**config.mk**
```make
export PLATFORM = sky130hd
export DESIGN_NAME = shs_slots
export DESIGN_NICKNAME = d
export VERILOG_FILES = /design/src/shingle_simhash_fnv1a64_macros.svh /design/src/shs_pkg.sv /design/src/shs_slots.sv
export SDC_FILE = /design/constraint.sdc
export NUM_CORES = 2
export LEC_CHECK = 0
export ABC_AREA = 1
export BUFFER_PORTS_ARGS = -buffer_cell sky130_fd_sc_hd__buf_2
export CAP_MARGIN = 5
export CELL_PAD_IN_SITES_DETAIL_PLACEMENT = 1
export CELL_PAD_IN_SITES_GLOBAL_PLACEMENT = 1
export CORE_UTILIZATION = 46
export DETAILED_ROUTE_END_ITERATION = 8
export GPL_TIMING_DRIVEN = 0
export HOLD_SLACK_MARGIN = 0.15
export PLACE_DENSITY_LB_ADDON = 0.1
export SYNTH_ARGS = -nofsm -noshare
export SYNTH_HDL_FRONTEND = slang
export SYNTH_SLANG_ARGS = --single-unit
```
**constraint.sdc**
```tcl
create_clock -name clk -period 10.2 [get_ports clk]
set_input_delay 3.06 -clock clk [delete_from_list [all_inputs] [get_ports clk]]
set_output_delay 3.06 -clock clk [all_outputs]
set_load 0.01 [all_outputs]
```
**src/shingle_simhash_fnv1a64_macros.svh**
```systemverilog
// Assertion macros shared by the shingle SimHash RTL.
`ifndef SHINGLE_SIMHASH_FNV1A64_MACROS_SVH
`define SHINGLE_SIMHASH_FNV1A64_MACROS_SVH

// Same-cycle implication, off while reset is held.
`define SHS_ASSERT_NOW(label, clk, rst_n, ante, cons, msg) \
  label: assert property (@(posedge clk) disable iff (!rst_n) (ante) |-> (cons)) \
    else $error(msg);

// Next-cycle implication, off while reset is held.
`define SHS_ASSERT_NEXT(label, clk, rst_n, ante, cons, msg) \
  label: assert property (@(posedge clk) disable iff (!rst_n) (ante) |=> (cons)) \
    else $error(msg);

`endif

```
**src/shs_pkg.sv**
```systemverilog
// Shared types, constants and the FNV-1a byte mix for the shingle SimHash block.
package shs_pkg;

  localparam int HASH_W  = 64;
  localparam int COUNT_W = 32;
  localparam int BYTE_W  = 8;

  localparam logic [HASH_W-1:0] FNV_BASIS = 64'hCBF2_9CE4_8422_2325;
  localparam logic [BYTE_W-1:0] GAP_BYTE  = 8'h20;
  localparam logic [COUNT_W-1:0] COUNT_MAX = '1;

  // Tally memory: one row holds TALLY_LANES tallies.
  localparam int TALLY_LANES = 8;
  localparam int TALLY_ROWS  = HASH_W / TALLY_LANES;
  localparam int ROW_W       = $clog2(TALLY_ROWS);

  typedef enum logic [2:0] {
    ST_IDLE,
    ST_GAP,
    ST_BYTE,
    ST_CLOSE,
    ST_SWEEP,
    ST_DONE
  } shs_state_t;

  typedef struct packed {
    logic              gap;
    logic              mix;
    logic              close;
    logic              clear;
    logic [BYTE_W-1:0] data;
  } slot_cmd_t;

  typedef struct packed {
    logic              at_start;
    logic              close_hit;
    logic [HASH_W-1:0] shingle_hash;
  } slot_stat_t;

  typedef struct packed {
    logic start;
    logic add;
    logic clear;
  } tally_cmd_t;

  typedef struct packed {
    logic busy;
    logic done;
  } tally_stat_t;

  // h ^ b, times the FNV prime 2^40 + 0x1b3, as a shift-add
  function automatic logic [HASH_W-1:0] fnv_mix(input logic [HASH_W-1:0] h,
                                                input logic [BYTE_W-1:0] b);
    logic [HASH_W-1:0] x;
    x = h ^ {{(HASH_W-BYTE_W){1'b0}}, b};
    return x + (x << 40) + (x << 8) + (x << 7) + (x << 5) + (x << 4) + (x << 1);
  endfunction

endpackage

```
**src/shs_slots.sv**
```systemverilog
// Open shingle slots: running FNV-1a hashes, token lengths and token-start flag.
module shs_slots #(
  parameter int SHINGLE_TOKENS = 3
) (
  input  logic               clk,
  input  logic               rst_n,
  input  shs_pkg::slot_cmd_t  cmd,
  output shs_pkg::slot_stat_t stat
);
  import shs_pkg::*;

  localparam int LEN_W = $clog2(SHINGLE_TOKENS + 1);
  localparam logic [LEN_W-1:0] LAST_LEN = LEN_W'(SHINGLE_TOKENS - 1);

  logic [HASH_W-1:0]         hash_r   [SHINGLE_TOKENS];
  logic [HASH_W-1:0]         hash_nxt [SHINGLE_TOKENS];
  logic [LEN_W-1:0]          len_r    [SHINGLE_TOKENS];
  logic [LEN_W-1:0]          len_nxt  [SHINGLE_TOKENS];
  logic [SHINGLE_TOKENS-1:0] open_r;
  logic [SHINGLE_TOKENS-1:0] open_nxt;
  logic                      at_start_r;
  logic                      at_start_nxt;
  logic [SHINGLE_TOKENS-1:0] free;
  logic [SHINGLE_TOKENS-1:0] pick;
  logic [SHINGLE_TOKENS-1:0] hit;
  logic [HASH_W-1:0]         hit_hash;

  // lowest free slot, one-hot
  assign free = ~open_r;
  assign pick = free & (~free + SHINGLE_TOKENS'(1));

  always_comb begin
    open_nxt     = open_r;
    at_start_nxt = at_start_r;
    for (int j = 0; j < SHINGLE_TOKENS; j++) begin
      hash_nxt[j] = hash_r[j];
      len_nxt[j]  = len_r[j];
    end
    if (cmd.clear) begin
      open_nxt     = '0;
      at_start_nxt = 1'b1;
      for (int j = 0; j < SHINGLE_TOKENS; j++) begin
        len_nxt[j] = '0;
      end
    end else if (cmd.gap) begin
      at_start_nxt = 1'b0;
      for (int j = 0; j < SHINGLE_TOKENS; j++) begin
        if (open_r[j]) begin
          hash_nxt[j] = fnv_mix(hash_r[j], GAP_BYTE);
        end else if (pick[j]) begin
          open_nxt[j] = 1'b1;
          len_nxt[j]  = '0;
          hash_nxt[j] = FNV_BASIS;
        end
      end
    end else if (cmd.mix) begin
      for (int j = 0; j < SHINGLE_TOKENS; j++) begin
        if (open_r[j]) begin
          hash_nxt[j] = fnv_mix(hash_r[j], cmd.data);
        end
      end
    end else if (cmd.close) begin
      at_start_nxt = 1'b1;
      for (int j = 0; j < SHINGLE_TOKENS; j++) begin
        if (open_r[j]) begin
          if (len_r[j] == LAST_LEN) begin
            open_nxt[j] = 1'b0;
            len_nxt[j]  = '0;
          end else begin
            len_nxt[j] = len_r[j] + LEN_W'(1);
          end
        end
      end
    end
  end

  // at most one open slot sits one token short of a full shingle
  always_comb begin
    hit      = '0;
    hit_hash = '0;
    for (int j = 0; j < SHINGLE_TOKENS; j++) begin
      hit[j] = open_r[j] && (len_r[j] == LAST_LEN);
      if (hit[j]) begin
        hit_hash = hash_r[j];
      end
    end
    stat.at_start     = at_start_r;
    stat.close_hit    = |hit;
    // slot 0 always holds the first shingle of a text
    stat.shingle_hash = (|hit) ? hit_hash : hash_r[0];
  end

  always_ff @(posedge clk) begin
    if (!rst_n) begin
      open_r     <= '0;
      at_start_r <= 1'b1;
      for (int j = 0; j < SHINGLE_TOKENS; j++) begin
        len_r[j] <= '0;
      end
    end else begin
      open_r     <= open_nxt;
      at_start_r <= at_start_nxt;
      for (int j = 0; j < SHINGLE_TOKENS; j++) begin
        len_r[j] <= len_nxt[j];
      end
    end
  end

  always_ff @(posedge clk) begin
    for (int j = 0; j < SHINGLE_TOKENS; j++) begin
      hash_r[j] <= hash_nxt[j];
    end
  end

endmodule

```
# Word level (Yosys, flattened, before mapping)
# Memory sizes are Yosys's and may differ from the RTL's.
# Index checks and enable logic that the tools add are counted.
# Widths: inputs -> output; s select.
op_classes:
  addsub: 40
  n_eq_ne: 4
  mux: 55
  bitwise: 13
  n_reduce_logical: 7
op_table:
  columns: ["cell", "count"]
  rows:
  - ["$add 64x64->64", 36]
  - ["$mux 64", 13]
  - ["$mux 192", 3]
  - ["$xor 64x8->64", 3]
  - ["$mux 2", 15]
  - ["$mux 6", 4]
  - ["$mux 1", 17]
  - ["$mux 3", 3]
  - ["$add 2x1->2 const B", 3]
  - ["$eq 2x2->1 const B", 3]
  - ["$not 3->3", 2]
  - ["$not 1->1", 4]
  - ["$add 3x1->3 const B", 1]
  - ["$and 3x3->3", 1]
  - ["$logic_and 1x1->1", 3]
  - ["$or 1x1->1", 3]
  - ["$reduce_or 3->1", 1]
  - ["$ne 2x1->1 const B", 1]
  - ["$reduce_and 2->1", 1]
  - ["$reduce_bool 2->1", 1]
  - ["$reduce_or 2->1", 1]
word_totals:
  regBits: 4
  ram_bits: 198
  input_bits: 14
  out_inout_bits: 66
  word_cells: 123
  mem_count: 2
mem_list:
  columns: ["name", "words", "width", "rd", "rd_ports_with_merged_regs", "write_ports", "line", "rtl"]
  rows:
  - ["hash_r", 3, 64, 3, 0, 3, "shs_slots.sv:15", "logic [HASH_W-1:0] hash_r [SHINGLE_TOKENS];"]
  - ["len_r", 3, 2, 3, 0, 3, "shs_slots.sv:17", "logic [LEN_W-1:0] len_r [SHINGLE_TOKENS];"]

# Depth between registers and ports, before layout
# An unclocked memory read counts as a cell.
depth:
  depth_word: 12
  mapped_depth: 27
  mapped_depth_nobuf: 27

# Worst setup path before layout
# Ideal clock, no wire load.
synth_timing:
  kind: "input port to flip-flop"
  from: "input port cmd[5] (netlist name)"
  to: "memory hash_r[1][46] (netlist: hash_r[0][110]), data pin"
  setup_time_ns: 0.258
  arrival_ns: 7.100
  required_ns: 9.942
  path_slack_ns: 2.842
  path_stages: 22
  path_buffers: 0
  path_cell_list: "xnor2_1 inv_1 fa_1 inv_1 fa_1 inv_1 fa_1 inv_1 fa_1 inv_1 ha_1 nand2_1 inv_1 a21oi_1 nand2_1 inv_1 nand2_1 inv_1 nand3_1 or2_2 nand3_1 nand2_1"
synth_lines:
  columns: ["element", "line", "rtl"]
  rows:
  - ["start: declaration", "shs_slots.sv:7", "input shs_pkg::slot_cmd_t cmd,"]
  - ["end: declaration", "shs_slots.sv:15", null]

==> metrics.txt <==
status=finished, violations left; failing checks=capacitance limit, slew limit; Synth-to-Final Area Change=6.43%; drt pass-1 iters=6; fin nets=11.3k; Max-Cap Viols=2; CTS buffer count=36; Slew @ Worst Pin=1580 ps; syn nets=11.2k; Die W=378 um; setup TNS=0 ps; period utilization=90.3%; Starting Density=46.5%; post-CTS setup buffers=0; Boundary Pins=80; CTS sink cnt=202; core area=140000 um^2; CP Data Arrival Time=9580 ps; Async SR Flop Fraction=0%; PortBufs=78; CP Cell Sequence=buf_2 -> xor2_1 -> nand2_1 -> nand2_1 -> inv_1 -> ha_1 -> a21oi_1 -> fa_1 -> fa_1 -> inv_1 -> ha_1 -> ha_1 -> nand2_1 -> nor2_1 -> nand2_1 -> o21bai_1 -> nand2_1 -> nand4_1 -> nand3_1 -> nand2_1 -> inv_1; Resize count post-CTS=0; CTS root buf=clkbuf_16; slew margin rel.=-5.45%; Worst Path Required=10570 ps; Reg clk slew, reported paths=60 ps; EDFF count, synth=192; #FFs+latches synth=202; clk_skew=39.2 ps; most frequent cells in the layout=inv_1, nand2_1, fa_1; Startpoint Class=primary input; CTS max path bufs=3; syn_area_per_cell=6.68 um^2; Core Rows=137; Final ANT Viol Nets=0; most used cell, CP=nand2_1; GRT overflow=0; Hold Vio Cnt, Final=0; drt drc=0; most common cell after layout, fill and taps aside=inv_1; post-detail-place hpwl=289000 um; fraction of layout cells with a size suffix above 1=3.34%; Iter 0 DRT Violations=6110; CP Capture Type=register; CTS tree=yes; min Tclk post-route=9210 ps; max incr delay on CP=1060 ps; Seq/Total Area, Yosys=9.19%; Die Area=143000 um^2; CP Class=in -> reg; YS warnings=0; GPL Wtd Cong=1.12; post-synth cell types=52; cells after synthesis=9725; Min-Delay Path Class=reg -> reg; total wire length=333000 um; Crit Path Max Fanout=7; post-detailed-route via-to-cell ratio=5.62; vias in the first global route=68.9k; All-Layer GR Usage=46.9%; FF-to-FF setup slack=3030 ps; vias=66.2k; Post-synth top flop=edfxtp_1; maximum number of pins on one net before global-route repair=29; initial antenna violation count=32; final setup fails=0; Fmax=109 MHz; first-pass GRT wire length=472000 um; htree depth=2; CP Buf/Inv Count=4; Die H=378 um; Pins Over Slew Limit=22; WL per Instance=28.3 um; Mapped Area=64900 um^2; CTS Hold Bufs=0; RSZ-0062 raised after global routing=no; CP max-delay cell=xor2_1; Largest delay share family, worst path=adder cells; Clk Latency, worst-skew pair=660 ps
## worst paths after layout
check	endpoint	from	cells past startpoint
min reg2reg	len_r[0][1]$_SDFFE_PP0P_	len_r[0][0]$_SDFFE_PP0P_	2
max reg2reg	hash_r[0][181]$_DFFE_PP_	hash_r[0][128]$_DFFE_PP_	23
max	hash_r[0][181]$_DFFE_PP_	cmd[7]	21
min	len_r[0][1]$_SDFFE_PP0P_	len_r[0][0]$_SDFFE_PP0P_	2
## registers in the layout, summed over array words and instances, names as in the netlist
name / count
at_start_r: 1
open_r: 3
hash_r: 192
len_r: 6
## metrics by stage
stage	util, %	hold WS [ps]	worst slack, ps	instances	cell area, um^2
floorplan	-	449	2840	9725	64900
global placement	48.4	482	509	11700	67700
detailed placement	48.6	501	619	11700	67900
CTS	49.4	519	1270	11800	69000
global route	49.4	554	1030	11800	69100
finish	49.5	524	990	11800	69100
## kinds of logic after synthesis
group / Yosys count / share of synthesized area [%]
DFF: 202 / 9.19
xor gates and xnor gates: 136 / 1.88
and+or+nand+nor: 4048 / 25.7
AOI/OAI and AO/OA: 876 / 7.42
buffers and inverters: 3035 / 17.6
adders and majority gates: 1428 / 38.2
## layout make-up
class                           instances  area [um^2]
Antenna cell                           17         42.5
Timing Repair Buffer                   90          614
Clock inverter                         15          135
Inverter                             2951        11100
Sequential cell                       202         5970
Buffer                                 84          373
Fill cell                           18700        70600
Tap cell                             1876         2350
Multi-Input combinational cell       6488        47600
Clock buffer                           51          988
## layer usage
metal  global-route usage (%)  vias to the layer above  share of wire (%)
met1                     56.4                    32900                 38
met5                        0                        -              0.018
li1                         -                    29100                  -
met2                     69.9                     3203                 42
met4                     36.8                       10                9.3
met3                     13.8                      997                 11
## worst min-delay path, cell delays in order, from the launching register on
cell	delay [ps]
dfxtp_1	330
nand3_1	80
a21oi_1	60
## synth_stat cells (all sizes together), types with 7 or more instances
cell	number	area [um^2]
nor3	55	312
buf	35	174
or2	44	275
clkbuf	49	184
nand4	95	594
o21bai	65	488
inv	2950	11100
xor2	77	689
nand2	2740	10300
o22ai	12	75.1
and2	19	119
fa	924	18500
nor4	7	50.1
o21ai	350	1760
xnor2	59	532
nor2	552	2250
a21oi	354	1770
dfxtp	10	200
nand3	529	2690
o211ai	65	488
ha	504	6310
edfxtp	192	5770
Power is left out: the tool's default activity adds up to more than one toggle a clock period on the data nets, which glitch-free logic cannot reach.
