`config.mk`:
```
export PLATFORM = sky130hd
export DESIGN_NAME = shs_tally
export DESIGN_NICKNAME = d
export VERILOG_FILES = /design/src/shs_pkg.sv /design/src/shs_tally.sv
export VERILOG_INCLUDE_DIRS = /design/src /design/src/src
export SDC_FILE = /design/constraint.sdc
export NUM_CORES = 2
export LEC_CHECK = 0
export BUFFER_PORTS_ARGS = -buffer_cell sky130_fd_sc_hd__buf_2
export CAP_MARGIN = 20
export CELL_PAD_IN_SITES_DETAIL_PLACEMENT = 0
export CELL_PAD_IN_SITES_GLOBAL_PLACEMENT = 1
export CORE_MARGIN = 4
export CORE_UTILIZATION = 49
export DETAILED_ROUTE_END_ITERATION = 12
export PLACE_DENSITY_LB_ADDON = 0.1
export SYNTH_ARGS = -nofsm -noshare
export SYNTH_HDL_FRONTEND = slang
export SYNTH_SLANG_ARGS = --single-unit
```
`constraint.sdc`:
```
create_clock -name clk -period 22.1 [get_ports clk]
set_input_delay 4.42 -clock clk [delete_from_list [all_inputs] [get_ports clk]]
set_output_delay 4.42 -clock clk [all_outputs]
set_load 0.02 [all_outputs]
```
`src/shingle_simhash_fnv1a64_macros.svh`:
```
// Assertion macros shared by the shingle SimHash RTL.
`ifndef SHINGLE_SIMHASH_FNV1A64_MACROS_SVH
`define SHINGLE_SIMHASH_FNV1A64_MACROS_SVH

// Same-cycle implication, off while reset is held.
`define SHS_ASSERT_NOW(label, clk, rst_n, ante, cons, msg) \
  label: assert property (@(posedge clk) disable iff (!rst_n) (ante) |-> (cons)) \
    else $error(msg);

// Next-cycle implication, off while reset is held.
`define SHS_ASSERT_NEXT(label, clk, rst_n, ante, cons, msg) \
  label: assert property (@(posedge clk) disable iff (!rst_n) (ante) |=> (cons)) \
    else $error(msg);

`endif

```
`src/shs_pkg.sv`:
```
// Shared types, constants and the FNV-1a byte mix for the shingle SimHash block.
package shs_pkg;

  localparam int HASH_W  = 64;
  localparam int COUNT_W = 32;
  localparam int BYTE_W  = 8;

  localparam logic [HASH_W-1:0] FNV_BASIS = 64'hCBF2_9CE4_8422_2325;
  localparam logic [BYTE_W-1:0] GAP_BYTE  = 8'h20;
  localparam logic [COUNT_W-1:0] COUNT_MAX = '1;

  // Tally memory: one row holds TALLY_LANES tallies.
  localparam int TALLY_LANES = 8;
  localparam int TALLY_ROWS  = HASH_W / TALLY_LANES;
  localparam int ROW_W       = $clog2(TALLY_ROWS);

  typedef enum logic [2:0] {
    ST_IDLE,
    ST_GAP,
    ST_BYTE,
    ST_CLOSE,
    ST_SWEEP,
    ST_DONE
  } shs_state_t;

  typedef struct packed {
    logic              gap;
    logic              mix;
    logic              close;
    logic              clear;
    logic [BYTE_W-1:0] data;
  } slot_cmd_t;

  typedef struct packed {
    logic              at_start;
    logic              close_hit;
    logic [HASH_W-1:0] shingle_hash;
  } slot_stat_t;

  typedef struct packed {
    logic start;
    logic add;
    logic clear;
  } tally_cmd_t;

  typedef struct packed {
    logic busy;
    logic done;
  } tally_stat_t;

  // h ^ b, times the FNV prime 2^40 + 0x1b3, as a shift-add
  function automatic logic [HASH_W-1:0] fnv_mix(input logic [HASH_W-1:0] h,
                                                input logic [BYTE_W-1:0] b);
    logic [HASH_W-1:0] x;
    x = h ^ {{(HASH_W-BYTE_W){1'b0}}, b};
    return x + (x << 40) + (x << 8) + (x << 7) + (x << 5) + (x << 4) + (x << 1);
  endfunction

endpackage

```
`src/shs_tally.sv`:
```
// Bit tally memory: row sweep that adds a shingle (or only reads), reads out tallies above zero.
`include "shingle_simhash_fnv1a64_macros.svh"

module shs_tally #(
  parameter int TALLY_WIDTH = 32
) (
  input  logic                       clk,
  input  logic                       rst_n,
  input  shs_pkg::tally_cmd_t        cmd,
  input  logic [shs_pkg::HASH_W-1:0] shingle_hash,
  output shs_pkg::tally_stat_t       stat,
  output logic [shs_pkg::HASH_W-1:0] fingerprint
);
  import shs_pkg::*;

  localparam int DATA_W = TALLY_LANES * TALLY_WIDTH;
  localparam logic signed [TALLY_WIDTH-1:0] T_MAX = {1'b0, {(TALLY_WIDTH-1){1'b1}}};
  localparam logic signed [TALLY_WIDTH-1:0] T_MIN = {1'b1, {(TALLY_WIDTH-1){1'b0}}};
  localparam logic [ROW_W-1:0] LAST_ROW = ROW_W'(TALLY_ROWS - 1);

  logic [DATA_W-1:0]      mem [TALLY_ROWS];
  logic [TALLY_ROWS-1:0]  row_valid_r;

  logic                   rd_active_r;
  logic [ROW_W-1:0]       rd_row_r;
  logic                   wb_vld_r;
  logic [ROW_W-1:0]       wb_row_r;
  logic                   wb_ok_r;
  logic [DATA_W-1:0]      rd_data_r;
  logic                   add_r;
  logic [HASH_W-1:0]      hash_r;
  logic [HASH_W-1:0]      fp_r;

  logic [TALLY_LANES-1:0]        row_bits;
  logic signed [TALLY_WIDTH-1:0] old_lane [TALLY_LANES];
  logic signed [TALLY_WIDTH-1:0] new_lane [TALLY_LANES];
  logic [TALLY_LANES-1:0]        wb_bits;
  logic [DATA_W-1:0]             wb_data;

  assign row_bits = hash_r[wb_row_r*TALLY_LANES +: TALLY_LANES];

  // saturating +1/-1 per lane; rows never written since clear read as zero
  always_comb begin
    for (int k = 0; k < TALLY_LANES; k++) begin
      old_lane[k] = wb_ok_r ? rd_data_r[k*TALLY_WIDTH +: TALLY_WIDTH] : '0;
      if (!add_r) begin
        new_lane[k] = old_lane[k];
      end else if (row_bits[k]) begin
        new_lane[k] = (old_lane[k] == T_MAX) ? old_lane[k]
                                             : old_lane[k] + TALLY_WIDTH'(1);
      end else begin
        new_lane[k] = (old_lane[k] == T_MIN) ? old_lane[k]
                                             : old_lane[k] - TALLY_WIDTH'(1);
      end
      wb_bits[k] = !new_lane[k][TALLY_WIDTH-1] && (new_lane[k] != '0);
      wb_data[k*TALLY_WIDTH +: TALLY_WIDTH] = new_lane[k];
    end
  end

  assign stat.busy   = rd_active_r || wb_vld_r;
  assign stat.done   = wb_vld_r && (wb_row_r == LAST_ROW);
  assign fingerprint = fp_r;

  always_ff @(posedge clk) begin
    if (!rst_n) begin
      rd_active_r <= 1'b0;
      rd_row_r    <= '0;
      wb_vld_r    <= 1'b0;
      row_valid_r <= '0;
    end else begin
      if (cmd.start) begin
        rd_active_r <= 1'b1;
        rd_row_r    <= '0;
      end else if (rd_active_r) begin
        rd_row_r <= rd_row_r + ROW_W'(1);
        if (rd_row_r == LAST_ROW) begin
          rd_active_r <= 1'b0;
        end
      end
      wb_vld_r <= rd_active_r;
      if (cmd.clear) begin
        row_valid_r <= '0;
      end else if (wb_vld_r && add_r) begin
        row_valid_r[wb_row_r] <= 1'b1;
      end
    end
  end

  always_ff @(posedge clk) begin
    if (cmd.start) begin
      add_r  <= cmd.add;
      hash_r <= shingle_hash;
    end
    if (rd_active_r) begin
      wb_row_r <= rd_row_r;
      wb_ok_r  <= row_valid_r[rd_row_r];
    end
    if (wb_vld_r) begin
      fp_r[wb_row_r*TALLY_LANES +: TALLY_LANES] <= wb_bits;
    end
  end

  // memory: one read port, one write port, registered read data
  always_ff @(posedge clk) begin
    if (rd_active_r) begin
      rd_data_r <= mem[rd_row_r];
    end
  end

  always_ff @(posedge clk) begin
    if (wb_vld_r && add_r) begin
      mem[wb_row_r] <= wb_data;
    end
  end

  `SHS_ASSERT_NOW(a_start_when_idle, clk, rst_n, cmd.start, !stat.busy, "tally sweep started while busy")
  `SHS_ASSERT_NOW(a_no_row_overlap, clk, rst_n, wb_vld_r && rd_active_r, wb_row_r != rd_row_r, "tally read and write hit the same row")
  `SHS_ASSERT_NEXT(a_idle_after_done, clk, rst_n, stat.done, !stat.busy, "tally still busy after last row")

endmodule

```
* Word level (Yosys, flattened, before mapping) *
Memory sizes are Yosys's and may differ from the RTL's. A register that Yosys moved wholly into a read port is not among the register bits.
Cells that the tools add are included.

operators by class
  add/subtract/negate cells = 18
  $lt $le $gt $ge = 3
  eq/ne operators = 18
  shift-type cells = 3
  muxes and demuxes = 50
  bitwise logic cells = 2
  reduce and logical (&&, ||, !) cells = 30

operators by type and width
  cell                     number
  $mux 32                  40
  $eq 32x32->1 const B     16
  $add 32x2->32 const B    8
  $reduce_bool 32->1       8
  $sub 32x2->32 const B    8
  $bwmux 64                1
  $shift 8x34->64 const A  1
  $shiftx 64x7->8          1
  $shiftx 8x34->64         1
  $neg 6->34               1
  $logic_and 1x1->1        11
  $logic_not 1->1          8
  $lt 3x4->1 const B       2
  $or 8x8->8               1
  $mux 1                   7
  $eq 3x3->1 const B       2
  $reduce_or 2->1          2
  $add 3x1->3 const B      1
  $bmux 1 s3               1
  $demux 1 s3              1
  $ge 3x1->1 const B       1
  $logic_or 1x1->1         1
  $not 1->1                1

storage, ports and cells
  bits in registers = 146
  memory bits (writable) = 2,048
  input bits = 69
  output and inout port bits = 66
  logic and storage cells = 134
  memories = 1

memory list
  name  words  bits a word  rd ports  clocked after Yosys merged registers in  wr ports  line             RTL
  mem   8      256          1         1                                        1         shs_tally.sv:21  logic [DATA_W-1:0] mem [TALLY_ROWS];

* Longest topological paths before layout *
  depth after elaboration = 9
  mapped depth = 26
  mapped depth without buffers = 13

* Least setup slack after synthesis *
No wires, ideal clock.

  path kind = reg-to-reg
  start = reg add_r
  end = mem mem[4][0] (netlist name) (enable)
  library setup time = 1.190 ns
  arrival = 19.637 ns
  data required time = 20.910 ns
  slack = 1.273 ns
  stages on the path, launching flop included = 10
  buffers on the path = 7
  clock period less this slack = 20.827 ns
  cell sequence = edfxtp_1 clkbuf_1 clkbuf_1 clkbuf_1 clkbuf_1 clkbuf_1 clkbuf_1 buf_1 nand3_1 nor3_1

between the ends
  word-level cells in the longest chain between the ends = 3

ends and longest elaborated chain
  what                          line              RTL
  from (decl)                   shs_tally.sv:30   logic add_r;
  from (signal assigned)        shs_tally.sv:91   add_r <= cmd.add;
  $logic_and 1x1->1             shs_tally.sv:111  if (wb_vld_r && add_r) begin
  $mux 1                        shs_tally.sv:111
  $mux 1 (implied by the code)  shs_tally.sv:112  mem[wb_row_r] <= wb_data;
  to (decl)                     shs_tally.sv:21

Every way passes these cells.

==> results.md <==
* Register area share after synthesis at 68.7%
* Total global-route track usage at 24.4%
* Top Ports at 135
* GRT overflow at 0
* Clock-pin transition on the worst setup and hold timing paths at 0.06 ns
* H-tree Lvls at 4
* Post-Syn Area at 0.107 mm2
* Hold Violations, Final at 0
* Share of cells above drive strength 1 at 22.2%
* First-iteration detailed-routing DRC count at 5982
* Met2 wire len at 133000 um
* Area growth from synthesis to layout at 11.2%
* Static Leakage at 0.0366 uW
* Max Cap Violations at 0
* Buf+Inv Stages, Crit Path at 3
* TritonRoute pass-1 iters at 6
* Number of flops mapped to enable cells by yosys at 2437
* Initial antenna violation count at 9
* Worst Path Required at 22.69 ns
* ANT nets after route at 0
* FFs w/ async S/R, synth at 0%
* Setup tns final at 0 ns
* FF-to-FF Start: wb_ok_r
* Starting Density at 49.2%
* Vias at 61196
* Setup Skew at 0.0383 ns
* RR Endpoint: fingerprint[61]
* Cell count after synthesis at 6427
* Tmin final at 6.80 ns
* Count of cell types in the netlist at 112
* Tot Pwr at 9940 uW
* Worst setup EP type: flip-flop
* HP Class: flip-flop to flip-flop
* Critical path arrival at 7.39 ns
* Clk_lat worst skew at 0.89 ns
* Cells on worst reg2reg path at 15
* Dpl hpwl at 164000 um
* Syn_nets at 6517
* Top layer used by detailed routing: met4
* Clock tree buffer depth at 3
* CTS tree: done
* Post-CTS setup buffers at 0
* CP Class: flip-flop to flip-flop
* PortBufs at 134
* RSZ-0062 raised after global routing: no
* Most used DFF post-synth: edfxtp_1
* Wl on met1 at 119000 um
* Critical path peak fanout at 70
* Residual DRC count at 0
* CP Launch Type: flip-flop
* First-pass GRT wire length at 412000 um
* Row Count at 171
* Core area at 0.217 mm2
* Placed Instance Area at 0.111 mm2
* Worst setup path startpoint: wb_ok_r
* Fin nets at 6650
* Metal3 WL at 14000 um
* Routed vias/inst at 6.35
* Die width at 475 um
* Routed len/inst at 28.6 um
* Die H at 475 um
* Final setup viols at 0
* Max stage delay cell, worst path: nor4_4
* Final period util at 30.8%
* Post-CTS sizing at 0
* FF+latch count, synth at 2450
* Status: finished, final reports clean
* DRT Wirelength at 275000 um
* Num CTS Buffers at 241
* Max IR drop VDD at 0.0960 mV
* Worst path cell trace: buf_4, buf_4, nand2_1, inv_1, ha_1, nand3_1, nor4_1, nand4_1, nand2_1, a211oi_1, or3_1, nor4_1, nand4b_1, nor4_4, nor3_1
* Worst slew pin tran at 1.25 ns
* Kind of cell adding the most delay to the critical path: simple AND/OR/NAND/NOR gates
* Hold buffer count at CTS at 0
* Reg2reg setup slack at 15.30 ns
* Worst setup endpoint: fingerprint[61]
* Fmax at 0.147 GHz
* Pins Over Slew Limit at 0
* Clk root buf: clkbuf_16
* Global placement routability congestion at 0.897
* Pin count of the biggest net entering global routing at 130
* Crit path depth at 15
* Num Clock Sinks at 2450
* Vias in the first global route at 61831
* Worst slew margin at 16.5%
* Syn Area/Cell at 16.6 um2
* Die area at 0.226 mm2
* PwrDens at 83.7 mW/mm2
* Crit path largest cell delay at 0.98 ns
* Synth warnings at 0
* Final instance area at 0.119 mm2
-- final cells by class --
type / count / area (um2)
Antenna cell: 24 / 60.1
Clock buffer: 304 / 6420
Clock inverter: 135 / 1450
Fill cell: 17052 / 98200
Inverter: 67 / 255
Multi-Input combinational cell: 3541 / 31700
Sequential cell: 2450 / 73500
Tap cell: 2854 / 3570
Timing Repair Buffer: 259 / 1800
-- per-layer routing --
layer	GRT usage [%]	vias up
met5	0	-
met4	9.34	0
met3	3.22	384
met2	39.2	1888
met1	34.4	32202
li1	-	26722
-- logic make-up (layout without fill, tap and decap cells) --
logic type | Yosys count | in the layout | synth area share [%]
flip-flops | 2450 | 2450 | 68.7
AND/OR/NAND/NOR | 1790 | 1790 | 9.03
multiplexers | 831 | 831 | 14.2
AO/OA/AOI/OAI | 755 | 755 | 4.97
buffers and inverters | 436 | 765 | 1.65
XOR/XNOR | 144 | 144 | 1.18
adder cells (fa/ha/maj) | 21 | 21 | 0.246
other | 0 | 24 | 0
-- worst min path at each step --
stage	startpoint	to	slack, ns	depth (start not counted)
after floorplan	rd_row_r[2]	wb_row_r[2]	0.43	0
after global placement	row_valid_r[2]	row_valid_r[2]	0.44	1
after detailed placement	row_valid_r[7]	row_valid_r[7]	0.45	1
after CTS	row_valid_r[7]	row_valid_r[7]	0.46	1
after global routing	row_valid_r[7]	row_valid_r[7]	0.47	1
final	row_valid_r[7]	row_valid_r[7]	0.46	1
-- synthesized netlist by cell type (17+ instances only) --
| master | n | share of area, % |
|---|---|---|
| a211oi_1 | 38 | 0.27 |
| a21oi_1 | 109 | 0.51 |
| a22oi_1 | 21 | 0.15 |
| a31oi_1 | 63 | 0.37 |
| and2_1 | 40 | 0.23 |
| and3_1 | 82 | 0.48 |
| and4_1 | 59 | 0.48 |
| buf_1 | 73 | 0.26 |
| buf_2 | 68 | 0.32 |
| clkbuf_1 | 219 | 0.77 |
| edfxtp_1 | 2437 | 68 |
| ha_1 | 21 | 0.25 |
| inv_1 | 63 | 0.22 |
| mux2_2 | 276 | 2.9 |
| mux2i_1 | 36 | 0.34 |
| mux4_2 | 519 | 11 |
| nand2_1 | 438 | 1.5 |
| nand3_1 | 163 | 0.76 |
| nand3b_1 | 17 | 0.12 |
| nand4_1 | 120 | 0.70 |
| nor2_1 | 241 | 0.85 |
| nor2b_1 | 21 | 0.12 |
| nor3_1 | 197 | 0.92 |
| nor4_1 | 122 | 0.71 |
| nor4b_1 | 19 | 0.16 |
| o2111ai_1 | 20 | 0.16 |
| o211ai_1 | 36 | 0.25 |
| o21a_1 | 29 | 0.20 |
| o21ai_0 | 150 | 0.70 |
| o31ai_1 | 36 | 0.25 |
| o41ai_1 | 30 | 0.25 |
| or2_2 | 33 | 0.19 |
| or3_1 | 74 | 0.43 |
| or4_1 | 65 | 0.46 |
| xnor2_1 | 65 | 0.53 |
| xor2_1 | 79 | 0.65 |
-- power by group --
group / total (uW) / leakage [uW] / switching, uW / internal, uW
sequential: 5300 / 0.0225 / 66.8 / 5230
combinational: 595 / 0.0103 / 409 / 186
clock: 4050 / 0.00380 / 1730 / 2320
total: 9940 / 0.0366 / 2200 / 7740
-- placed cells by master (no fill, tap or decap), types with 79 or more instances in the layout --
cell type and instances:
nand2_1 438, and3_1 82, nor3_1 190, clkbuf_16 244, mux4_2 519, a21oi_1 108, buf_2 139, nor4_1 122
nand3_1 163, nand4_1 120, mux2_2 276, edfxtp_1 2437, o21ai_0 150, buf_4 99, nor2_1 232, xor2_1 79
-- through the flow --
step	setup slack, ns	instances	hold slack [ns]	util [%]
after floorplan	1.27	6427	0.435	-
after global placement	15.17	9154	0.442	51.0
after detailed placement	15.12	9157	0.448	51.0
after CTS	15.10	9596	0.463	54.7
after global routing	14.67	9633	0.471	54.7
final	15.30	9634	0.462	54.7
-- state kept, by name (all words and copies together) (netlist names) --
name,flops
rd_data_r,256
hash_r,64
row_valid_r,8
mem,2048
wb_ok_r,1
rd_active_r,1
add_r,1
wb_row_r,3
wb_vld_r,1
fingerprint,64
rd_row_r,3
No activity file was read; power rests on OpenSTA's default activity.
