File: src/shingle_simhash_fnv1a64_macros.svh
// Assertion macros shared by the shingle SimHash RTL.
`ifndef SHINGLE_SIMHASH_FNV1A64_MACROS_SVH
`define SHINGLE_SIMHASH_FNV1A64_MACROS_SVH

// Same-cycle implication, off while reset is held.
`define SHS_ASSERT_NOW(label, clk, rst_n, ante, cons, msg) \
  label: assert property (@(posedge clk) disable iff (!rst_n) (ante) |-> (cons)) \
    else $error(msg);

// Next-cycle implication, off while reset is held.
`define SHS_ASSERT_NEXT(label, clk, rst_n, ante, cons, msg) \
  label: assert property (@(posedge clk) disable iff (!rst_n) (ante) |=> (cons)) \
    else $error(msg);

`endif

File: src/shs_pkg.sv
// Shared types, constants and the FNV-1a byte mix for the shingle SimHash block.
package shs_pkg;

  localparam int HASH_W  = 64;
  localparam int COUNT_W = 32;
  localparam int BYTE_W  = 8;

  localparam logic [HASH_W-1:0] FNV_BASIS = 64'hCBF2_9CE4_8422_2325;
  localparam logic [BYTE_W-1:0] GAP_BYTE  = 8'h20;
  localparam logic [COUNT_W-1:0] COUNT_MAX = '1;

  // Tally memory: one row holds TALLY_LANES tallies.
  localparam int TALLY_LANES = 8;
  localparam int TALLY_ROWS  = HASH_W / TALLY_LANES;
  localparam int ROW_W       = $clog2(TALLY_ROWS);

  typedef enum logic [2:0] {
    ST_IDLE,
    ST_GAP,
    ST_BYTE,
    ST_CLOSE,
    ST_SWEEP,
    ST_DONE
  } shs_state_t;

  typedef struct packed {
    logic              gap;
    logic              mix;
    logic              close;
    logic              clear;
    logic [BYTE_W-1:0] data;
  } slot_cmd_t;

  typedef struct packed {
    logic              at_start;
    logic              close_hit;
    logic [HASH_W-1:0] shingle_hash;
  } slot_stat_t;

  typedef struct packed {
    logic start;
    logic add;
    logic clear;
  } tally_cmd_t;

  typedef struct packed {
    logic busy;
    logic done;
  } tally_stat_t;

  // h ^ b, times the FNV prime 2^40 + 0x1b3, as a shift-add
  function automatic logic [HASH_W-1:0] fnv_mix(input logic [HASH_W-1:0] h,
                                                input logic [BYTE_W-1:0] b);
    logic [HASH_W-1:0] x;
    x = h ^ {{(HASH_W-BYTE_W){1'b0}}, b};
    return x + (x << 40) + (x << 8) + (x << 7) + (x << 5) + (x << 4) + (x << 1);
  endfunction

endpackage

File: src/shs_in_if.sv
// Input byte stream channel: valid/ready plus token byte and marks.
interface shs_in_if;
  import shs_pkg::*;

  logic              valid;
  logic              ready;
  logic [BYTE_W-1:0] data_byte;
  logic              byte_valid;
  logic              token_end;
  logic              text_end;

  modport source (output valid, output data_byte, output byte_valid,
                  output token_end, output text_end, input ready);
  modport sink   (input valid, input data_byte, input byte_valid,
                  input token_end, input text_end, output ready);
endinterface

File: src/shs_out_if.sv
// Result channel: valid/ready plus fingerprint and counts.
interface shs_out_if;
  import shs_pkg::*;

  logic               valid;
  logic               ready;
  logic [HASH_W-1:0]  fingerprint;
  logic [COUNT_W-1:0] token_count;
  logic [COUNT_W-1:0] shingle_count;

  modport source (output valid, output fingerprint, output token_count,
                  output shingle_count, input ready);
  modport sink   (input valid, input fingerprint, input token_count,
                  input shingle_count, output ready);
endinterface

File: src/shs_ctrl.sv
// Item sequencer: step FSM, token/shingle counts and the result register.
`include "shingle_simhash_fnv1a64_macros.svh"

module shs_ctrl (
  input  logic                       clk,
  input  logic                       rst_n,
  shs_in_if.sink                     in_ch,
  shs_out_if.source                  out_ch,
  input  shs_pkg::slot_stat_t        slot_stat,
  output shs_pkg::slot_cmd_t         slot_cmd,
  input  shs_pkg::tally_stat_t       tally_stat,
  input  logic [shs_pkg::HASH_W-1:0] tally_fp,
  output shs_pkg::tally_cmd_t        tally_cmd
);
  import shs_pkg::*;

  shs_state_t         state_r;
  shs_state_t         state_nxt;

  logic [BYTE_W-1:0]  byte_r;
  logic               bvalid_r;
  logic               tend_r;
  logic               xend_r;

  logic [COUNT_W-1:0] tok_r;
  logic [COUNT_W-1:0] tok_nxt;
  logic [COUNT_W-1:0] shg_r;
  logic [COUNT_W-1:0] shg_nxt;

  logic               out_valid_r;
  logic               out_valid_nxt;
  logic [HASH_W-1:0]  fp_out_r;
  logic [COUNT_W-1:0] tok_out_r;
  logic [COUNT_W-1:0] shg_out_r;

  logic               in_accept;
  logic               out_free;
  logic               load_out;
  logic               close_cond;
  logic               hit;
  logic               fallback;
  logic               add_now;

  // finishing decisions, valid in ST_CLOSE
  always_comb begin
    close_cond = bvalid_r ? (tend_r || xend_r) : (xend_r && !slot_stat.at_start);
    hit        = close_cond && slot_stat.close_hit;
    fallback   = xend_r && !hit && (shg_r == '0) && ((tok_r != '0) || close_cond);
    add_now    = hit || fallback;
  end

  // next state
  always_comb begin
    state_nxt = state_r;
    case (state_r)
      ST_IDLE: begin
        if (in_ch.valid) begin
          state_nxt = (in_ch.byte_valid && slot_stat.at_start) ? ST_GAP : ST_BYTE;
        end
      end
      ST_GAP:   state_nxt = ST_BYTE;
      ST_BYTE:  state_nxt = ST_CLOSE;
      ST_CLOSE: state_nxt = (add_now || xend_r) ? ST_SWEEP : ST_IDLE;
      ST_SWEEP: begin
        if (tally_stat.done) begin
          state_nxt = xend_r ? ST_DONE : ST_IDLE;
        end
      end
      ST_DONE: begin
        if (out_free) begin
          state_nxt = ST_IDLE;
        end
      end
      default: state_nxt = ST_IDLE;
    endcase
  end

  // outputs
  always_comb begin
    in_ch.ready     = (state_r == ST_IDLE);
    in_accept       = in_ch.valid && (state_r == ST_IDLE);
    out_free        = !out_valid_r || out_ch.ready;
    load_out        = (state_r == ST_DONE) && out_free;

    slot_cmd.gap    = (state_r == ST_GAP);
    slot_cmd.mix    = (state_r == ST_BYTE) && bvalid_r;
    slot_cmd.close  = (state_r == ST_CLOSE) && close_cond;
    slot_cmd.clear  = load_out;
    slot_cmd.data   = byte_r;

    tally_cmd.start = (state_r == ST_CLOSE) && (add_now || xend_r);
    tally_cmd.add   = add_now;
    tally_cmd.clear = load_out;

    tok_nxt = tok_r;
    shg_nxt = shg_r;
    if (load_out) begin
      tok_nxt = '0;
      shg_nxt = '0;
    end else if (state_r == ST_CLOSE) begin
      if (close_cond && (tok_r != COUNT_MAX)) begin
        tok_nxt = tok_r + COUNT_W'(1);
      end
      if (add_now && (shg_r != COUNT_MAX)) begin
        shg_nxt = shg_r + COUNT_W'(1);
      end
    end

    out_valid_nxt = load_out || (out_valid_r && !out_ch.ready);
  end

  assign out_ch.valid         = out_valid_r;
  assign out_ch.fingerprint   = fp_out_r;
  assign out_ch.token_count   = tok_out_r;
  assign out_ch.shingle_count = shg_out_r;

  always_ff @(posedge clk) begin
    if (!rst_n) begin
      state_r     <= ST_IDLE;
      tok_r       <= '0;
      shg_r       <= '0;
      out_valid_r <= 1'b0;
    end else begin
      state_r     <= state_nxt;
      tok_r       <= tok_nxt;
      shg_r       <= shg_nxt;
      out_valid_r <= out_valid_nxt;
    end
  end

  always_ff @(posedge clk) begin
    if (in_accept) begin
      byte_r   <= in_ch.data_byte;
      bvalid_r <= in_ch.byte_valid;
      tend_r   <= in_ch.token_end;
      xend_r   <= in_ch.text_end;
    end
    if (load_out) begin
      fp_out_r  <= tally_fp;
      tok_out_r <= tok_r;
      shg_out_r <= shg_r;
    end
  end

  `SHS_ASSERT_NOW(a_shingles_le_tokens, clk, rst_n, 1'b1, shg_r <= tok_r, "more shingles than tokens")
  `SHS_ASSERT_NOW(a_sweep_running, clk, rst_n, state_r == ST_SWEEP, tally_stat.busy, "waiting on an idle tally sweep")
  `SHS_ASSERT_NEXT(a_result_clears, clk, rst_n, load_out, out_ch.valid && (tok_r == '0) && (shg_r == '0) && slot_stat.at_start, "state not cleared with result")

endmodule

File: src/flat_wrapper.sv
// flat-port wrapper written by rule: the top's interface ports become plain ports
module shs_ctrl_flat import shs_pkg::*;
  (clk, rst_n, slot_stat, slot_cmd, tally_stat, tally_fp, tally_cmd, in_ch_valid, in_ch_data_byte, in_ch_byte_valid, in_ch_token_end, in_ch_text_end, in_ch_ready, out_ch_valid, out_ch_fingerprint, out_ch_token_count, out_ch_shingle_count, out_ch_ready);
  shs_in_if in_ch_i ();
  shs_out_if out_ch_i ();
  input  logic clk;
  input  logic rst_n;
  input  shs_pkg::slot_stat_t slot_stat;
  output shs_pkg::slot_cmd_t slot_cmd;
  input  shs_pkg::tally_stat_t tally_stat;
  input  logic [shs_pkg::HASH_W-1:0] tally_fp;
  output shs_pkg::tally_cmd_t tally_cmd;
  input wire logic [$bits(in_ch_i.valid)-1:0] in_ch_valid;
  input wire logic [$bits(in_ch_i.data_byte)-1:0] in_ch_data_byte;
  input wire logic [$bits(in_ch_i.byte_valid)-1:0] in_ch_byte_valid;
  input wire logic [$bits(in_ch_i.token_end)-1:0] in_ch_token_end;
  input wire logic [$bits(in_ch_i.text_end)-1:0] in_ch_text_end;
  output wire logic [$bits(in_ch_i.ready)-1:0] in_ch_ready;
  output wire logic [$bits(out_ch_i.valid)-1:0] out_ch_valid;
  output wire logic [$bits(out_ch_i.fingerprint)-1:0] out_ch_fingerprint;
  output wire logic [$bits(out_ch_i.token_count)-1:0] out_ch_token_count;
  output wire logic [$bits(out_ch_i.shingle_count)-1:0] out_ch_shingle_count;
  input wire logic [$bits(out_ch_i.ready)-1:0] out_ch_ready;
  assign in_ch_i.valid = in_ch_valid;
  assign in_ch_i.data_byte = in_ch_data_byte;
  assign in_ch_i.byte_valid = in_ch_byte_valid;
  assign in_ch_i.token_end = in_ch_token_end;
  assign in_ch_i.text_end = in_ch_text_end;
  assign in_ch_ready = in_ch_i.ready;
  assign out_ch_valid = out_ch_i.valid;
  assign out_ch_fingerprint = out_ch_i.fingerprint;
  assign out_ch_token_count = out_ch_i.token_count;
  assign out_ch_shingle_count = out_ch_i.shingle_count;
  assign out_ch_i.ready = out_ch_ready;
  shs_ctrl u_core (.clk(clk), .rst_n(rst_n), .in_ch(in_ch_i), .out_ch(out_ch_i), .slot_stat(slot_stat), .slot_cmd(slot_cmd), .tally_stat(tally_stat), .tally_fp(tally_fp), .tally_cmd(tally_cmd));
endmodule
File: config.mk
export PLATFORM = sky130hd
export DESIGN_NAME = shs_ctrl_flat
export DESIGN_NICKNAME = d
export VERILOG_FILES = /design/src/shs_pkg.sv /design/src/shs_in_if.sv /design/src/shs_out_if.sv /design/src/shs_ctrl.sv /design/src/flat_wrapper.sv
export VERILOG_INCLUDE_DIRS = /design/src /design/src/src
export SDC_FILE = /design/constraint.sdc
export NUM_CORES = 1
export LEC_CHECK = 0
export BUFFER_PORTS_ARGS = -buffer_cell sky130_fd_sc_hd__buf_2
export CAP_MARGIN = 10
export CORE_MARGIN = 3
export CORE_UTILIZATION = 49
export DETAILED_ROUTE_END_ITERATION = 10
export PLACE_DENSITY_LB_ADDON = 0.1
export SYNTH_ARGS = -nofsm -noshare
export SYNTH_HDL_FRONTEND = slang
export SYNTH_SLANG_ARGS = --single-unit
export TNS_END_PERCENT = 30
File: constraint.sdc
create_clock -name clk -period 10.05 [get_ports clk]
set_input_delay 0.5025 -clock clk [delete_from_list [all_inputs] [get_ports clk]]
set_output_delay 0.5025 -clock clk [all_outputs]
set_load 0.02 [all_outputs]
* Word level (Yosys, flattened, before mapping) *
Cells that the tools add are included.

cells by class
  multiplexer cells = 8
  bitwise operators = 1
  reductions and logical operators = 31
  equal/unequal tests = 10
  $add $sub $neg = 2

operators with widths
  cell                                                  count
  adder 32 x 1 -> 32 bit (second input constant)        2
  != test 32 bit (second input constant)                2
  zero test 32 bit                                      1
  nonzero test 32 bit                                   1
  one-hot mux 3 bit (6 select lines)                    1
  2-to-1 mux 3 bit                                      5
  logical AND 1 bit                                     14
  equality test 3 x 2 -> 1 bit (second input constant)  2
  equality test 3 bit (second input constant)           2
  logical OR 1 bit                                      6
  zero test 1 bit                                       4
  != test 2 bit (second input constant)                 2
  AND reduction 2 bit                                   2
  equality test 3 x 1 -> 1 bit (second input constant)  1
  zero test 3 bit                                       1
  AND reduction 3 bit                                   1
  2-to-1 mux 2 bit                                      1
  != test 2 x 1 -> 1 bit (second input constant)        1
  OR reduction 2 bit                                    1
  2-to-1 mux 1 bit                                      1
  inverter 1 bit                                        1

storage, ports and cells
  register bits after elaboration = 207
  output and inout port bits = 145

* Longest topological paths before layout *
Gate-level depths: netlist of run 1.

  depth in word-level cells = 12
  gate-level depth with buffers = 10
  depth with buffers taken out = 9

* Least setup slack after synthesis of run 1 *
OpenSTA, ideal clock, no wires.

  kind = register to output
  start = register u_core.state_r[2]
  end = output slot_cmd[8] (netlist name)
  buffers on the path = 1
  path slack = 2.710 ns
  data arrival time = 6.838 ns
  cell stages (with the launch flop) = 5
  required time = 9.547 ns
  cell sequence = dfxtp_1 > nor2b_1 > nand2_1 > nor2_1 > buf_4

on the way
  word-level cells in the longest chain between the ends = 2

RTL lines
  what                      RTL line           source
  start: declaration        shs_ctrl.sv:17     shs_state_t state_r;
  start signal: assignment  shs_ctrl.sv:124    state_r <= state_nxt;
  equality test 3 bit       shs_ctrl.sv:83     load_out = (state_r == ST_DONE) && out_free;
  logical AND 1 bit         shs_ctrl.sv:83
  end: declaration          flat_wrapper.sv:9  output shs_pkg::slot_cmd_t slot_cmd;

Every way passes these cells.

==> results.py, run 1 <==
metrics = {
    "clocking": {
        "root_buffer": "clkbuf_16",
        "hold_buffers": 0,
        "cts_buffer_depth": 3,
        "insertion_delay_ns": 0.48,
        "cts.sinks": 207,
        "path_clk_slew_ns": 0.06,
        "tritoncts": "done",
        "ctsResizeCount": 0,
        "ctsHtreeMaxLevel": 1,
        "cts_setup_buffers": 0,
        "cts_made_buffers": 21,
    },
    "floorplan": {
        "die-area_um2": 17900,
        "initial_utilization": 0.501,
        "core-area_um2": 15900,
        "die_y_um": 134,
        "dieWidth_um": 134,
        "fp-row-count": 46,
        "io_pins": 292,
    },
    "cells_and_area": {
        "areaGrowthSynthToFinish_pct": 25.1,
        "drive_gt1_frac": 0.321,
        "regArea_um2": 5540,
        "multi_input_area_um2": 2250,
        "fill_cells": 1269,
        "layout.nets": 988,
    },
    "drt": {
        "antenna_left": 0,
        "finalWirelength_um": 18700,
        "vias_per_cell": 5.55,
        "drtIter0Drc": 480,
        "routedWlPerCell_um": 17.5,
        "route.detailed.drc": 0,
        "vias": 5936,
        "first_pass_iters": 5,
    },
    "yosys": {
        "synthArstFlopShare": 0,
        "netlist_area_um2": 7990,
        "synth_edf_count": 139,
        "synthTopCellsByArea": "edfxtp_1, dfxtp_1, nand4_1",
        "synth.top_cell.area_share": 0.523,
        "yosysMostFrequentCell": "edfxtp_1",
        "avgSynthCellArea_um2": 13.1,
        "ys.flop_type": "edfxtp_1",
        "synthCells": 610,
        "synth.largest_area_cell": "edfxtp_1",
        "synth_nets": 761,
        "yosysUniqueCellTypes": 55,
        "yosysWarnings": 0,
        "synth_common_cells": "edfxtp_1, dfxtp_1, nor2_1, a21oi_1, nand4_1",
        "synth-seq-area-share": 0.693,
        "synth_seq_cells": 207,
    },
    "sta": {
        "fin_skew_ns": 0.00997,
        "rsz0062_at_grt": "false",
        "hold_viol_final": 0,
        "fin_crit_sh": 0.364,
        "tns_ns": 0,
        "min_period_ns": 3.65,
        "setup_ws_ns": 6.40,
        "setup_violations": 0,
        "drv_slew": 0,
        "fmax_mhz": 274,
        "max_slew.worst_pin.slew_ns": 1.05,
        "slew_headroom": 0.298,
    },
    "setup_path": {
        "cp_data_arrival_time_ns": 3.15,
        "worstPathRequired_ns": 9.55,
        "critPathLaunch": "u_core.state_r[2]",
        "r2r_start": "u_core.state_r[2]",
        "critPathCaptureType": "output port",
        "endpoint": "tally_cmd[0]",
        "crit_fanout": 45,
        "r2r-end": "u_core.out_ch.fingerprint[15]",
        "r2r_cells": 5,
        "cp-start-kind": "register",
        "path_class": "register to output port",
        "ff2ff_setup_slack_ns": 6.71,
    },
    "global_route": {
        "first_global_vias": 5539,
        "gr-max-usage-layer": "met2",
        "grt_use_met3": 0.0540,
        "use_met1": 0.268,
        "grt_overflow_total": 0,
        "grt_start_max_net_pins": 64,
        "grt_pass1_wl_um": 29700,
        "grt_usage": 0.205,
        "antenna_found_initial": 2,
        "met2_usage": 0.339,
    },
    "pwr": {
        "p_per_area_nw_per_um2": 177,
        "p_leak_uw": 0.00349,
        "peakVddDrop_mv": 0.131,
    },
    "run": {
        "cap_violations": 0,
    },
    "place": {
        "portBuffers": 226,
        "hpwlAfterDp_um": 13200,
        "routabilityCongestion": 0.870,
        "post-place-ws_ns": 6.62,
    },
    "hold_path": {
        "hold_class": "input pin to register",
    },
    "outcome": {
        "status": "finished, final reports clean",
    },
}
==> flip-flops by register name (all words and copies together) (netlist names) <==
signal / count
u_core.byte_r: 8
u_core.out_ch.valid: 1
u_core.xend_r: 1
u_core.out_ch.token_count: 32
u_core.bvalid_r: 1
u_core.tend_r: 1
u_core.shg_r: 32
u_core.out_ch.fingerprint: 64
u_core.tok_r: 32
u_core.out_ch.shingle_count: 32
u_core.state_r: 3
==> worst min path at each step <==
stage	from	end	slack, ns	cells after the start
after floorplan	u_core.tok_r[31]	u_core.out_ch.token_count[31]	0.45	0
after global placement	u_core.tok_r[1]	u_core.out_ch.token_count[1]	0.48	0
after detailed placement	u_core.tok_r[7]	u_core.out_ch.token_count[7]	0.48	0
after CTS	in_ch_data_byte[2]	u_core.byte_r[2]	0.17	1
after global routing	tally_fp[54]	u_core.out_ch.fingerprint[54]	0.17	1
final	in_ch_data_byte[6]	u_core.byte_r[6]	0.19	1
==> where the power goes <==
part / total [µW] / switching, µW / internal (µW)
sequential: 915 / 4.55 / 911
combinational: 59.4 / 38.1 / 21.2
clock: 791 / 300 / 491
total: 1770 / 343 / 1420
==> per-stage QoR <==
step	hold slack (ns)	utilization	instances	area (µm²)	total power (µW)
6_report	0.190	0.627	1069	9990	1770
5_1_grt	0.167	0.627	1069	9990	1830
4_1_cts	0.173	0.626	1067	9990	1790
3_5_place_dp	0.483	0.582	1030	9270	993
3_3_place_gp	0.479	0.582	1030	9270	991
2_1_floorplan	0.453	-	610	7990	967
==> critical path, cell delays in order, from the launching register on <==
cell and delay, ns:
dfxtp_1 0.45, nor2b_1 0.24, nand2_1 0.19, nor2_4 0.84
buf_4 0.62, buf_2 0.28
==> cells by family after synthesis <==
| group | after synthesis | synth area share |
|---|---|---|
| AOI/OAI and AO/OA | 82 | 0.0636 |
| xor gates and xnor gates | 28 | 0.0307 |
| adders and majority gates | 4 | 0.00627 |
| buffers and inverters | 41 | 0.0277 |
| DFF | 207 | 0.693 |
| and+or+nand+nor | 248 | 0.178 |
==> layout make-up <==
type,instances,area share
Inverter,14,0.00526
Sequential cell,207,0.554
Multi-Input combinational cell,362,0.225
Clock inverter,7,0.0113
Tap cell,216,0.0271
Antenna cell,2,0.000501
Clock buffer,30,0.0600
Timing Repair Buffer,231,0.117
==> cell usage in the layout, fill, tap and decap left out, types with 6 or more instances in the layout <==
cell type | Yosys | routed
nor3_1 | 11 | 11
nand2_1 | 29 | 29
and4_1 | 8 | 8
nor2_1 | 48 | 47
clkbuf_16 | 0 | 21
nand4_1 | 34 | 34
o21ai_0 | 11 | 11
or4_1 | 24 | 24
buf_2 | 3 | 226
o31ai_1 | 16 | 16
xnor2_1 | 6 | 6
a21oi_1 | 34 | 34
dfxtp_1 | 68 | 68
xor2_1 | 22 | 22
inv_1 | 14 | 14
and3_1 | 11 | 11
nor4_1 | 18 | 18
or3_1 | 11 | 11
nand3_1 | 31 | 31
edfxtp_1 | 139 | 139
==> routing by layer <==
layer,part of all wire,vias up
met3,0.086,42
met4,0.024,0
met1,0.42,2798
met5,0,-
met2,0.47,289
li1,-,2807
Power figures use the tool's default switching activity.
==> run 2, diff against run 1 <==
clock period = 3.7 ns   (was 10.05 ns; I/O delays follow)
==> results.py, run 2 (synthesis results as in run 1) <==
metrics = {
    "floorplan": {
        "die-area_um2": 17900,
        "io_pins": 292,
        "initial_utilization": 0.501,
        "core-area_um2": 15900,
        "die_y_um": 134,
        "fp-row-count": 46,
        "dieWidth_um": 134,
    },
    "hold_path": {
        "hold_class": "input pin to register",
        "hold_depth": 3,
        "worstHoldStart": "out_ch_ready",
        "min_to": "u_core.out_ch.valid",
    },
    "cells_and_area": {
        "layout_common_cells": "buf_2, edfxtp_1, dlygate4sd3_1",
        "fill_cells": 1165,
        "regArea_um2": 5540,
        "areaGrowthSynthToFinish_pct": 35.4,
        "multi_input_area_um2": 2250,
        "layout.nets": 1068,
        "stdcell_count": 1150,
        "largest_reg_flops": 64,
        "finish.utilization": 0.678,
        "final_common_cell": "buf_2",
        "drive_gt1_frac": 0.299,
    },
    "place": {
        "hpwlAfterDp_um": 13500,
        "place_inst": 1034,
        "portBuffers": 226,
        "routabilityCongestion": 0.895,
    },
    "sta": {
        "rsz0062_at_grt": "false",
        "setup_violations": 0,
        "fmax_mhz": 367,
        "min_period_ns": 2.72,
        "fin_crit_sh": 0.736,
        "fin_hold_ws_ns": 0.0241,
        "hold_viol_final": 0,
        "slew_headroom": 0.401,
        "max_slew.worst_pin.slew_ns": 0.895,
        "fin_skew_ns": 0.00896,
        "tns_ns": 0,
        "drv_slew": 0,
    },
    "drt": {
        "route.detailed.drc": 0,
        "routedWlPerCell_um": 17.9,
        "finalWirelength_um": 20500,
        "first_pass_iters": 5,
        "antenna_left": 0,
        "vias_per_cell": 5.40,
        "drtIter0Drc": 450,
        "vias": 6213,
    },
    "clocking": {
        "insertion_delay_ns": 0.50,
        "cts.sinks": 207,
        "ctsResizeCount": 0,
        "ctsHtreeMaxLevel": 1,
        "cts_made_buffers": 22,
        "root_buffer": "clkbuf_16",
        "cts_setup_buffers": 0,
        "tritoncts": "done",
        "cts_buffer_depth": 3,
        "path_clk_slew_ns": 0.06,
    },
    "global_route": {
        "grt_usage": 0.223,
        "grt_start_max_net_pins": 57,
        "grt_pass1_wl_um": 32000,
        "grt_overflow_total": 0,
        "first_global_vias": 6026,
        "antenna_found_initial": 1,
    },
    "setup_path": {
        "ff2ff_setup_slack_ns": 1.12,
        "worstPathRequired_ns": 3.51,
        "r2r_cells": 6,
        "cp_slowest_cell": "nor2_4",
        "cp_data_arrival_time_ns": 2.54,
        "cp-start-kind": "register",
        "crit_family": "simple AND/OR/NAND/NOR gates",
        "path_buf_inv": 2,
        "r2r-end": "u_core.shg_r[29]",
        "max_stage_delay_ns": 0.61,
        "cp_cell_sequence": "nor2b_1 -> nand2_1 -> nor2_4 -> buf_12 -> buf_2",
        "path_class": "register to output port",
        "crit_fanout": 36,
        "r2r_start": "u_core.shg_r[8]",
        "critPathCaptureType": "output port",
    },
    "pwr": {
        "p_leak_uw": 0.00384,
        "p_per_area_nw_per_um2": 453,
        "peakVddDrop_mv": 0.266,
        "power_uw": 4900,
    },
    "outcome": {
        "status": "finished, final reports clean",
    },
    "run": {
        "cap_violations": 0,
    },
}
-- run 2: cell types whose count changed in the layout (fill, tap and decap cells not counted) --
cell	delta
dlygate4sd3_1	+75
buf_12	+2
buf_4	+2
clkbuf_16	+2
clkinv_2	+2
bufinv_16	-1
clkbuf_8	-1
clkinv_1	+1
clkinv_4	-1
clkinvlp_4	+1
diode_2	-1
-- run 2: layout make-up --
cell class	instances	area share
tap	216	0.0250
timing repair buffer	310	0.183
clock inverter	9	0.00879
antenna	1	0.000231
inverter	14	0.00486
sequential	207	0.512
clock buffer	31	0.0588
multi-input combinational	362	0.208
-- run 2: repair_timing --
action                                  4_1_cts  5_1_grt
endpoints found under the setup margin        0        0
hold endpoints to repair                     75        0
hold buffers                                 75        0
-- run 2: worst max-delay path by stage --
| stage | from | end | slack, ns | cells after the start |
|---|---|---|---|---|
| CTS | u_core.state_r[2] | tally_cmd[0] | 0.93 | 5 |
| global placement | u_core.state_r[0] | u_core.tok_r[13] | 1.23 | 7 |
| finish | u_core.state_r[2] | tally_cmd[0] | 0.98 | 5 |
| global route | u_core.state_r[2] | tally_cmd[0] | 0.76 | 5 |
| floorplan | u_core.state_r[2] | u_core.shg_r[25] | 0.38 | 6 |
| detailed placement | u_core.state_r[0] | u_core.tok_r[28] | 1.20 | 7 |
-- run 2: per-stage QoR --
stage | worst slack, ns | area [µm²]
after floorplan | 0.376 | 7990
after global placement | 1.23 | 9330
after detailed placement | 1.20 | 9330
after CTS | 0.935 | 10800
after global routing | 0.763 | 10800
final | 0.979 | 10800
-- run 2: routing by layer --
layer  global-route usage  routed length, µm  up-vias
li1                     -                  -     2957
met2                0.381              10200      253
met3               0.0608               1680       34
met1                0.281               8270     2969
met4               0.0629                406        0
met5                    0                  0        -
-- run 2: tightest hold or removal path, stage by stage --
cell and delay, ns:
buf_2 0.09, nand2b_1 0.13, a21oi_1 0.07
-- run 2: power by group --
part | internal [µW] | switching (µW) | leakage, µW | total (µW)
sequential | 2470 | 12.2 | 0.00169 | 2490
clock | 1330 | 847 | 0.000358 | 2180
combinational | 112 | 121 | 0.00179 | 233
total | 3920 | 980 | 0.00384 | 4900
